<file path="src/hdl/wildcard_name_match_unit_macros.svh">
// Assertion helpers for the wildcard name match unit.
// WNM_ASSERT_CLK names its clock and reset; WNM_ASSERT uses clk_i and rst_ni.
`ifndef WILDCARD_NAME_MATCH_UNIT_MACROS_SVH
`define WILDCARD_NAME_MATCH_UNIT_MACROS_SVH

`ifndef NO_ASSERTIONS
`define WNM_ASSERT_CLK(label, clk, rstn, prop, msg) \
  label: assert property (@(posedge clk) disable iff (!rstn) prop) else $error(msg);
`define WNM_ASSERT(label, prop, msg) \
  `WNM_ASSERT_CLK(label, clk_i, rst_ni, prop, msg)
`else
`define WNM_ASSERT_CLK(label, clk, rstn, prop, msg)
`define WNM_ASSERT(label, prop, msg)
`endif

`endif

</file>
<file path="src/hdl/wnm_pkg.sv">
`default_nettype none
package wnm_pkg;

  // Item kinds carried on the input tuser
  typedef enum logic [1:0] {
    FUNC_CLEAR  = 2'd0,
    FUNC_APPEND = 2'd1,
    FUNC_NAME   = 2'd2,
    FUNC_EMPTY  = 2'd3
  } func_e;

  // Pattern and folding constants
  localparam logic [7:0] STAR_CH   = 8'h2A;
  localparam logic [7:0] ANY_CH    = 8'h3F;
  localparam logic [7:0] LOW_A     = 8'h61;
  localparam logic [7:0] LOW_Z     = 8'h7A;
  localparam logic [7:0] CASE_MASK = 8'h5F;

  // Register indexes (byte address is 8 * index)
  localparam logic [1:0] REG_FOLD_LOWER_A = 2'd0;
  localparam logic [1:0] REG_FOLD_LOWER_B = 2'd1;
  localparam logic [1:0] REG_FOLD_UPPER_A = 2'd2;
  localparam logic [1:0] REG_FOLD_UPPER_B = 2'd3;

  typedef struct packed {
    logic [63:0] lower_a;
    logic [63:0] lower_b;
    logic [63:0] upper_a;
    logic [63:0] upper_b;
  } fold_cfg_t;

  // One registered item; ch is already case-folded for name chars
  typedef struct packed {
    func_e      func;
    logic [7:0] ch;
    logic       last;
  } item_t;

  typedef struct packed {
    logic emit;
    logic matched;
    logic overflow;
  } res_t;

endpackage
`default_nettype wire

</file>
<file path="src/hdl/wnm_fold.sv">
`default_nettype none
module wnm_fold (
  input  wnm_pkg::fold_cfg_t cfg_i,
  input  logic [7:0]         ch_i,
  output logic [7:0]         ch_o
);

  logic [127:0] lower;
  logic [127:0] upper;
  logic [7:0]   tbl_ch;

  assign lower = {cfg_i.lower_b, cfg_i.lower_a};
  assign upper = {cfg_i.upper_b, cfg_i.upper_a};

  // Accent table lookup: scan high to low so the lowest entry wins
  always_comb begin
    tbl_ch = ch_i;
    for (int k = 15; k >= 0; k--) begin
      if (lower[k*8 +: 8] != 8'h00 && lower[k*8 +: 8] == ch_i) begin
        tbl_ch = upper[k*8 +: 8];
      end
    end
  end

  // a-z fold by mask, above z through the table
  always_comb begin
    if (ch_i < wnm_pkg::LOW_A) begin
      ch_o = ch_i;
    end else if (ch_i <= wnm_pkg::LOW_Z) begin
      ch_o = ch_i & wnm_pkg::CASE_MASK;
    end else begin
      ch_o = tbl_ch;
    end
  end

endmodule
`default_nettype wire

</file>
<file path="src/hdl/wnm_nfa.sv">
`default_nettype none
module wnm_nfa #(
  parameter int PATTERN_MAX = 32
) (
  input  logic                clk_i,
  input  logic                rst_ni,
  input  logic                step_i,
  input  wnm_pkg::item_t      item_i,
  output wnm_pkg::res_t       res_o
);

  localparam int W    = PATTERN_MAX + 1;
  localparam int LenW = $clog2(PATTERN_MAX + 1);

  // Pattern bytes, one lane per position; no reset, only read below length
  logic [7:0]      store_q [PATTERN_MAX];

  logic [LenW-1:0] len_q, len_d;
  logic            too_long_q, too_long_d;
  logic [W-1:0]    active_q, active_d;
  logic [W-1:0]    start_q, start_d;
  logic            busy_q, busy_d;

  logic                   full;
  logic [PATTERN_MAX-1:0] star_m;
  logic [PATTERN_MAX-1:0] step_m;
  logic [W-1:0]           cur_set;
  logic [W-1:0]           nxt_set;
  logic [W-1:0]           star_s;
  logic [W-1:0]           star_x;
  logic [W-1:0]           closed;
  logic [W-1:0]           start_ext;
  logic                   hit_name;
  logic                   hit_empty;

  assign full = (len_q == LenW'(PATTERN_MAX));

  // Per-lane decode of the stored pattern
  always_comb begin
    for (int i = 0; i < PATTERN_MAX; i++) begin
      star_m[i] = (LenW'(i) < len_q) && (store_q[i] == wnm_pkg::STAR_CH);
      step_m[i] = (LenW'(i) < len_q) &&
                  ((store_q[i] == wnm_pkg::ANY_CH) || (store_q[i] == item_i.ch));
    end
  end

  // Start set of a name unless one is in progress
  assign cur_set = busy_q ? active_q : start_q;

  // Advance all active positions by one character
  always_comb begin
    nxt_set = '0;
    for (int i = 0; i < PATTERN_MAX; i++) begin
      if (cur_set[i] && star_m[i]) begin
        nxt_set[i] = 1'b1;
      end else if (cur_set[i] && step_m[i]) begin
        nxt_set[i+1] = 1'b1;
      end
    end
  end

  // Star closure: an active star passes through its whole run of stars.
  // The add ripples a carry from each active star to one past the run end.
  assign star_s = {1'b0, star_m};
  assign star_x = nxt_set & star_s;
  assign closed = nxt_set | ((star_s + star_x) ^ star_s);

  assign hit_name  = closed[len_q];
  assign hit_empty = start_q[len_q];

  // Start set grows by one when a star is appended at a reachable position
  assign start_ext = (!full && start_q[len_q] && item_i.ch == wnm_pkg::STAR_CH)
                     ? ((W'(1) << len_q) << 1) : '0;

  // Next state per item kind
  always_comb begin
    len_d      = len_q;
    too_long_d = too_long_q;
    active_d   = active_q;
    start_d    = start_q;
    busy_d     = busy_q;
    case (item_i.func)
      wnm_pkg::FUNC_CLEAR: begin
        len_d      = '0;
        too_long_d = 1'b0;
        active_d   = '0;
        start_d    = W'(1);
        busy_d     = 1'b0;
      end
      wnm_pkg::FUNC_APPEND: begin
        active_d = '0;
        busy_d   = 1'b0;
        if (full) begin
          too_long_d = 1'b1;
        end else begin
          len_d   = len_q + LenW'(1);
          start_d = start_q | start_ext;
        end
      end
      wnm_pkg::FUNC_NAME: begin
        active_d = closed;
        busy_d   = !item_i.last;
      end
      default: begin
        active_d = start_q;
        busy_d   = 1'b0;
      end
    endcase
  end

  always_ff @(posedge clk_i or negedge rst_ni) begin
    if (!rst_ni) begin
      len_q      <= '0;
      too_long_q <= 1'b0;
      active_q   <= '0;
      start_q    <= W'(1);
      busy_q     <= 1'b0;
    end else if (step_i) begin
      len_q      <= len_d;
      too_long_q <= too_long_d;
      active_q   <= active_d;
      start_q    <= start_d;
      busy_q     <= busy_d;
    end
  end

  // Pattern store write at the current length
  always_ff @(posedge clk_i) begin
    if (step_i && item_i.func == wnm_pkg::FUNC_APPEND && !full) begin
      for (int i = 0; i < PATTERN_MAX; i++) begin
        if (len_q == LenW'(i)) begin
          store_q[i] <= item_i.ch;
        end
      end
    end
  end

  // Result on the final name char or an empty name
  always_comb begin
    res_o.emit     = step_i && ((item_i.func == wnm_pkg::FUNC_NAME && item_i.last) ||
                                item_i.func == wnm_pkg::FUNC_EMPTY);
    res_o.overflow = too_long_q;
    res_o.matched  = !too_long_q &&
                     ((item_i.func == wnm_pkg::FUNC_EMPTY) ? hit_empty : hit_name);
  end

endmodule
`default_nettype wire

</file>
<file path="src/hdl/wildcard_name_match_unit.sv">
// Wildcard file name matcher.
// Input stream: tuser[1:0] selects clear pattern, append pattern char, name
// char or empty name; tdata[7:0] is the char; tlast marks the final name char.
// A star matches any run, a question mark one char; name chars are folded
// to upper case (a-z plus sixteen accented pairs from the fold registers).
// Output stream: one word per final name char or empty name, tdata[0] is
// the match, tdata[1] says the pattern was longer than PATTERN_MAX.
// A word is taken into the input register when accepted, stepped through
// the position-set logic once the output register is free, and a final-char
// or empty-name result is then registered in the output register.
// Throughput: one word per cycle unless the receiver stalls; the position-set
// update is a single pass over all pattern lanes with one carry add for star runs.
// Reset clears pattern, flags and the fold registers. If the receiver
// stalls while a result is pending, the input register fills and tready
// drops; nothing is lost. Fold registers are written over APB at byte
// addresses 0, 8, 16, 24, by the user only while the stream is idle; not enforced.
`default_nettype none
`include "wildcard_name_match_unit_macros.svh"
module wildcard_name_match_unit #(
  parameter int PATTERN_MAX = 32
) (
  input  logic        clk_i,
  input  logic        rst_ni,
  // input stream
  input  logic        s_axis_tvalid,
  output logic        s_axis_tready,
  input  logic [7:0]  s_axis_tdata,   // [7:0] ch
  input  logic [1:0]  s_axis_tuser,   // [1:0] func
  input  logic        s_axis_tlast,
  // result stream
  output logic        m_axis_tvalid,
  input  logic        m_axis_tready,
  output logic [7:0]  m_axis_tdata,   // [0] matched, [1] pattern_overflow, [7:2] zero
  // register port
  input  logic        psel,
  input  logic        penable,
  input  logic        pwrite,
  input  logic [4:0]  paddr,
  input  logic [63:0] pwdata,
  output logic [63:0] prdata,
  output logic        pready
);

  wnm_pkg::fold_cfg_t cfg_q;
  wnm_pkg::item_t     in_item;
  wnm_pkg::item_t     pipe_q;
  wnm_pkg::res_t      res;
  logic [7:0]         folded_ch;
  logic               pipe_valid_q;
  logic               out_valid_q;
  logic [1:0]         out_data_q;
  logic               in_acc;
  logic               advance;

  // Register port
  assign pready = 1'b1;

  always_ff @(posedge clk_i or negedge rst_ni) begin
    if (!rst_ni) begin
      cfg_q <= '0;
    end else if (psel && penable && pwrite) begin
      unique case (paddr[4:3])
        wnm_pkg::REG_FOLD_LOWER_A: cfg_q.lower_a <= pwdata;
        wnm_pkg::REG_FOLD_LOWER_B: cfg_q.lower_b <= pwdata;
        wnm_pkg::REG_FOLD_UPPER_A: cfg_q.upper_a <= pwdata;
        wnm_pkg::REG_FOLD_UPPER_B: cfg_q.upper_b <= pwdata;
        default: ;
      endcase
    end
  end

  always_comb begin
    unique case (paddr[4:3])
      wnm_pkg::REG_FOLD_LOWER_A: prdata = cfg_q.lower_a;
      wnm_pkg::REG_FOLD_LOWER_B: prdata = cfg_q.lower_b;
      wnm_pkg::REG_FOLD_UPPER_A: prdata = cfg_q.upper_a;
      wnm_pkg::REG_FOLD_UPPER_B: prdata = cfg_q.upper_b;
      default:                   prdata = '0;
    endcase
  end

  // Case folding ahead of the input register
  wnm_fold u_fold (
    .cfg_i (cfg_q),
    .ch_i  (s_axis_tdata),
    .ch_o  (folded_ch)
  );

  always_comb begin
    in_item.func = wnm_pkg::func_e'(s_axis_tuser);
    in_item.last = s_axis_tlast;
    in_item.ch   = (in_item.func == wnm_pkg::FUNC_NAME) ? folded_ch : s_axis_tdata;
  end

  // Handshake: the stored word moves on when the output register is free
  assign advance       = pipe_valid_q && (!out_valid_q || m_axis_tready);
  assign s_axis_tready = !pipe_valid_q || advance;
  assign in_acc        = s_axis_tvalid && s_axis_tready;

  // Input register
  always_ff @(posedge clk_i or negedge rst_ni) begin
    if (!rst_ni) begin
      pipe_valid_q <= 1'b0;
    end else if (in_acc) begin
      pipe_valid_q <= 1'b1;
    end else if (advance) begin
      pipe_valid_q <= 1'b0;
    end
  end

  always_ff @(posedge clk_i) begin
    if (in_acc) begin
      pipe_q <= in_item;
    end
  end

  // Pattern store and active-position set
  wnm_nfa #(
    .PATTERN_MAX (PATTERN_MAX)
  ) u_nfa (
    .clk_i  (clk_i),
    .rst_ni (rst_ni),
    .step_i (advance),
    .item_i (pipe_q),
    .res_o  (res)
  );

  // Output register
  always_ff @(posedge clk_i or negedge rst_ni) begin
    if (!rst_ni) begin
      out_valid_q <= 1'b0;
    end else if (res.emit) begin
      out_valid_q <= 1'b1;
    end else if (m_axis_tready) begin
      out_valid_q <= 1'b0;
    end
  end

  always_ff @(posedge clk_i) begin
    if (res.emit) begin
      out_data_q <= {res.overflow, res.matched};
    end
  end

  assign m_axis_tvalid = out_valid_q;
  assign m_axis_tdata  = {6'b000000, out_data_q};

  // Checks
  `WNM_ASSERT(a_no_overrun, out_valid_q && !m_axis_tready && pipe_valid_q |-> !s_axis_tready, "overrun")
  `WNM_ASSERT(a_result_source, $rose(out_valid_q) |-> $past(pipe_valid_q), "result without word")
  `WNM_ASSERT(a_overflow_nomatch, m_axis_tvalid && m_axis_tdata[1] |-> !m_axis_tdata[0], "overflow match")

endmodule
`default_nettype wire
</file>
<file path="config.mk">
export PLATFORM = sky130hd
export DESIGN_NAME = wildcard_name_match_unit
export DESIGN_NICKNAME = d
export VERILOG_FILES = /design/src/hdl/wnm_pkg.sv /design/src/hdl/wnm_fold.sv /design/src/hdl/wnm_nfa.sv /design/src/hdl/wildcard_name_match_unit.sv
export VERILOG_INCLUDE_DIRS = /design/src /design/src/hdl
export SDC_FILE = /design/constraint.sdc
export NUM_CORES = 1
export LEC_CHECK = 0
export ABC_AREA = 1
export BUFFER_PORTS_ARGS = -buffer_cell sky130_fd_sc_hd__buf_2
export CAP_MARGIN = 20
export CORE_MARGIN = 2
export CORE_UTILIZATION = 44
export DETAILED_ROUTE_END_ITERATION = 10
export GPL_TIMING_DRIVEN = 1
export HOLD_SLACK_MARGIN = 0.06
export SLEW_MARGIN = 25
export SYNTH_ARGS = -nofsm -noshare
export SYNTH_HDL_FRONTEND = slang
export SYNTH_SLANG_ARGS = --single-unit
</file>
<file path="constraint.sdc">
create_clock -name clk_i -period 4.7 [get_ports clk_i]
set_input_delay 1.175 -clock clk_i [delete_from_list [all_inputs] [get_ports clk_i]]
set_output_delay 1.175 -clock clk_i [all_outputs]
set_load 0.03 [all_outputs]
</file>
* Word-level counts from Yosys, hierarchy flattened
Memory sizes are Yosys's and may differ from the RTL's.
Index checks and enable logic that the tools add are counted.
** Cells by class
- Shift-type cells :: 1
- Bitwise gates (word level) :: 4
- $add $sub $neg :: 2
- Muxes and demuxes :: 324
- $lt $le $gt $ge :: 35
- Equal/unequal tests :: 154
- Reduce and logical (&&, ||, !) cells :: 255
** Operators with widths (count)
- $eq A8 B6 Y1 const B :: 65
- $mux W8 :: 50
- $eq A8 B8 Y1 :: 48
- $pmux W64 S4 :: 1
- $reduce_or A8 Y1 :: 31
- $mux W1 :: 232
- $logic_and A1 B1 Y1 :: 155
- $mux W5 :: 31
- $reduce_bool A8 Y1 :: 16
- $eq A6 B5 Y1 const B :: 16
- $lt A5 B6 Y1 const A :: 16
- $mux W33 :: 2
- $or A33 B33 Y33 :: 2
- $pmux W33 S2 :: 1
- $pmux W32 S2 :: 1
- $eq A6 B4 Y1 const B :: 8
- $lt A4 B6 Y1 const A :: 8
- $logic_or A1 B1 Y1 :: 35
- $add A32 B33 Y33 :: 1
- $and A33 B32 Y33 :: 1
- $xor A33 B32 Y33 :: 1
- $mux W32 :: 1
- $shl A1 B6 Y32 const A :: 1
- $eq A6 B3 Y1 const B :: 4
- 25 further kinds :: 48
** Storage, ports and cells
- RAM bits :: 256
- Input port bits :: 87
- Memories :: 1
- Output and inout port bits :: 75
- Register bits after elaboration :: 344
- Word-level logic and storage cells :: 791
** Memories
- u_nfa.store_q :: depth 32, bits a word 8, rd ports 32, clocked after Yosys merged registers in 0, wr ports 1, line wnm_nfa.sv:16 : logic [7:0] store_q [PATTERN_MAX];

* Longest topological paths before layout
- Depth in word-level cells :: 39
- Depth in mapped cells :: 33

* Cells and area by module
Synthesis repeated with hierarchy kept, for this count alone.
** Second synthesis, totals
- Cells, all modules :: 5211
- Area, all modules :: 37881.3 µm²
** By module, submodules not included
- wnm_nfa :: instances 1, cells each 2931, area an instance 21329.2 µm²
- wildcard_name_match_unit :: instances 1, cells each 1523, area an instance 12537.0 µm²
- wnm_fold :: instances 1, cells each 757, area an instance 4015.1 µm²

* Worst setup path after synthesis
No wires, ideal clock.
- Path type :: register to register
- From :: register u_nfa.len_q[0]
- To :: register out_data_q[0] (data pin)
- Buffers on the path :: 4
- Path slack :: 936 ps
- Period minus slack after synthesis :: 3764 ps
- Setup time :: 141 ps
- Data required time :: 4559 ps
- Cell stages (with the launch flop) :: 34
- Data arrival time :: 3624 ps
- Cells stage by stage :: dfrtp_1 -> clkbuf_1 -> inv_1 -> clkbuf_1 -> buf_2 -> ha_1 -> buf_2 -> inv_1 -> nor2_1 -> nand2_1 -> nand2_1 -> nor2_1 -> nand2_1 -> nand2_1 -> nor2_1 -> ha_1 -> inv_1 -> nand2_1 -> nand3_1 -> nand3_2 -> nand2_1 -> nand2_1 -> nand2_1 -> nand2_1 -> nand2_1 -> nand2_1 -> nand2_1 -> nand3_1 -> nand3_1 -> nand2_1 -> nand2_1 -> a21oi_1 -> nand2_1 -> a21oi_2
** RTL lines
- from (decl) :: line wnm_nfa.sv:18 : logic [LenW-1:0] len_q, len_d;
- from (signal assigned) :: line wnm_nfa.sv:119 : len_q <= len_d;
- to (signal assigned) :: line wildcard_name_match_unit.sv:141 : out_data_q <= {res.overflow, res.matched};
- to (decl) :: line wildcard_name_match_unit.sv:51 : logic [1:0] out_data_q;

==> impl_results.md <==
- Post-synth EDFFs: ~270
- Total GRT Usage: 30.0%
- Cell count after synthesis: 4,811
- Area of the core: approximately 0.082 mm2
- Max_cap viols: 0
- Post-CTS sizing: 0
- # rows: 105
- Fin worst setup slack: ~0.54 ns
- CTS tree: yes
- Cell Pwr Density: about 380 mW/mm2
- Compound-gate portion of the synthesized area: a little over a tenth
- Slew Viols, Final: 0
- # nets final: around 5,000
- Class of the worst hold path: in2async
- Yosys reg bits: 600
- Least-Margin Pin Slew: 1.02 ns
- CTS Buf Count: 71
- Inst Count DP: 5,986
- Pre-CTS setup slack: 0.329 ns
- R2R depth: 25
- Reg2Reg Launch Point: u_nfa.len_q[5]
- Mux share of post-synthesis cell area: 0.525%
- Most area-hungry cell type in the Yosys netlist: dfrtp_1
- Max Buffers Root-to-Sink: 3
- FF-to-FF End: out_data_q[0]
- Post-CTS Setup Bufs: 0
- Leading post-synthesis cells by cell area: dfrtp_1, edfxtp_1, nand2_1, inv_1, o21ai_0
- Cts-stage hold buffer count: 0
- WHS: 0.476 ns
- Clk slew on worst S/H paths: 0.06 ns
- Count of unique library cells instantiated by Yosys: 71
- Max Fclk: 240 MHz
- Num Clock Sinks: 600
- Total iterations of the first detailed-routing run: 9
- Starting Density: 44.4%
- Via/cell ratio: between 5 and 6
- RSZ-0062 raised after global routing: no
- CTS Root Cell: clkbuf_16
- Ports: 162
- Clock Latency Late Sink: around 0.63 ns
- Warnings from Yosys: 0
- Fraction of the mapped netlist area in simple logic gates: between 20% and 30%
- Clock Skews: 0.0205 ns
- First-pass GRT wire length: 195 mm
- Worst VDD drop: 0.313 mV
- Fraction of layout cells with a size suffix above 1: 10.7%
- Antenna violations before repair: 5
- Post-synth ARST share: 55.2%
- Leakage: 18.2 nW
- Largest net degree at the start of global routing: 129
- Crit start category: flip-flop
- Post-Synth Adder-Cell Area: 0.274%
- Final Critical Period: about 4.2 ns
- Required @ worst endpoint: between 5 and 6 ns
- Syn Area/Cell: 7.58 um2
- Vias in the first global route: between 30,000 and 40,000
- H-tree depth: 3
- Commonest non-fill, non-tap cell in the layout: nand2_1
- Port Buffers: 151
- Initial DRC count: about 2,900
- Most frequent cells in the layout: nand2_1, inv_1, nor2_1, o21ai_0, dfrtp_1
- Worst slew margin: 32.0%
- Arrival time worst endpoint: 4.61 ns
- Highest net fanout along the worst path: 19
- Final Hold Fails: 0
- Critical setup path kind: reg2reg
- Fin cells: 6,115
- Post-Route WL: approximately 130 mm
- Post-Syn Area: 0.0365 mm2
- Status: complete, no violations
- DR WL/cell: 21.0 um
- Worst R2R Setup Slack: 0.54 ns
- Fin util: 50.4%
- Die Wd: approximately 290 um
- Final setup violation count: 0
- GRT Residual Overflow: 0
- Largest family of logic cells by synthesized area: simple AND/OR/NAND/NOR gates
- Die Ht: 292 um
- Number of routed nets with antenna violations: 0
- Die ar.: 0.0852 mm2
- Drt drc: 0
- Detailed Place HPWL: between 90 and 100 mm
- Critical Path Sink Type: flip-flop
- Part of the cycle the worst path needs: 88.5%
- Post-synth top area share: 22.6%
- DR vias: 33,500
- RePlAce Congestion: 1.00
- XOR/XNOR share of the synthesized area: 5.48%
- Register area share after synthesis: 44.9%
- Top_reg_cell synth: dfrtp_1
- Setup TNS: 0 ns
- Layout Area Growth over Synthesis: 13.5%
[flip-flops by register name, indices dropped and copies added, names as in the netlist]
signal            flops
cfg_q               256
m_axis_tvalid         1
out_data_q            2
pipe_q               11
pipe_valid_q          1
u_nfa.active_q       32
u_nfa.busy_q          1
u_nfa.len_q           6
u_nfa.start_q        33
u_nfa.store_q       256
u_nfa.too_long_q      1
[critical path, cell delays in order, from the launching register on]
cell and delay, ns:
dfrtp_1 0.67, nor2_8 0.45, nand2_2 0.23, nor2_2 0.16
nor2_2 0.08, nand2_1 0.06, nor2_1 0.04, nand2_1 0.18
nand3_2 0.14, nor2_2 0.25, nand3_1 0.13, nand2_1 0.21
inv_1 0.09, nand3_1 0.20, nand2_1 0.10, nand2_1 0.08
nand2_1 0.07, nand2_1 0.11, nand2_1 0.10, nand3_1 0.08
nand2_1 0.06, nor2_1 0.10, nand2_1 0.06, nand2_1 0.06
nand2_1 0.08, a21oi_2 0.20
[through the flow]
step | power [mW] | instance area, um2
global route | 16.5 | 41400
CTS | 15.9 | 41400
detailed placement | 10.1 | 39000
floorplan | 8.68 | 36500
global placement | 10.1 | 39000
finish | 15.8 | 41400
[cell type report]
cell class | count | area [um2]
Inverter | 651 | 2460
Tap cell | 1070 | 1340
Sequential cell | 600 | 16400
Fill cell | 8068 | 40700
Clock buffer | 90 | 1890
Multi-Input combinational cell | 3369 | 16700
Clock inverter | 38 | 495
Antenna cell | 1 | 2.50
Timing Repair Buffer | 296 | 2090
[routing by layer]
layer / global-route usage [%] / up-vias / part of all wire [%]
met1: 37.9 / 15800 / 40
met5: 0 / - / 0.020
met3: 3.94 / 342 / 6.2
met2: 51.4 / 1284 / 48
met4: 13.4 / 4 / 5.1
li1: - / 16100 / -
[synth_stat cells, types with 15 or more instances]
cell / number
a21oi_1: 165
a22oi_1: 22
buf_2: 35
buf_4: 30
clkbuf_1: 110
dfrtp_1: 330
edfxtp_1: 269
inv_1: 629
mux2_2: 17
nand2_1: 1423
nand2_2: 15
nand3_1: 232
nand4_1: 141
nor2_1: 368
nor2_2: 22
nor3_1: 107
nor4_1: 57
o2111ai_1: 69
o21ai_0: 341
or2_2: 21
xnor2_1: 155
xor2_1: 73
[report_power, final]
part	switching, mW	total [mW]	internal [mW]
sequential	0.587	6.68	6.09
clock	2.34	5.75	3.42
combinational	2.35	3.40	1.05
[worst max path at each step]
stage / from / to / slack (ns) / depth (start not counted)
2_1_floorplan: u_nfa.len_q[0] / out_data_q[0] / 0.94 / 33
3_3_place_gp: s_axis_tdata[1] / pipe_q[8] / 0.33 / 24
3_5_place_dp: s_axis_tdata[1] / pipe_q[2] / 0.33 / 24
4_1_cts: u_nfa.len_q[1] / out_data_q[0] / 0.60 / 29
5_1_grt: pipe_q[1] / out_data_q[0] / 0.27 / 26
6_report: u_nfa.len_q[5] / out_data_q[0] / 0.54 / 25
[cell families after synthesis]
family | Yosys count
compound gates | 678
flops | 600
fa+ha+maj | 8
buf+inv | 847
mux | 17
simple gates | 2431
xor+xnor | 228
other cells | 2
No activity file was read; power rests on OpenSTA's default activity.
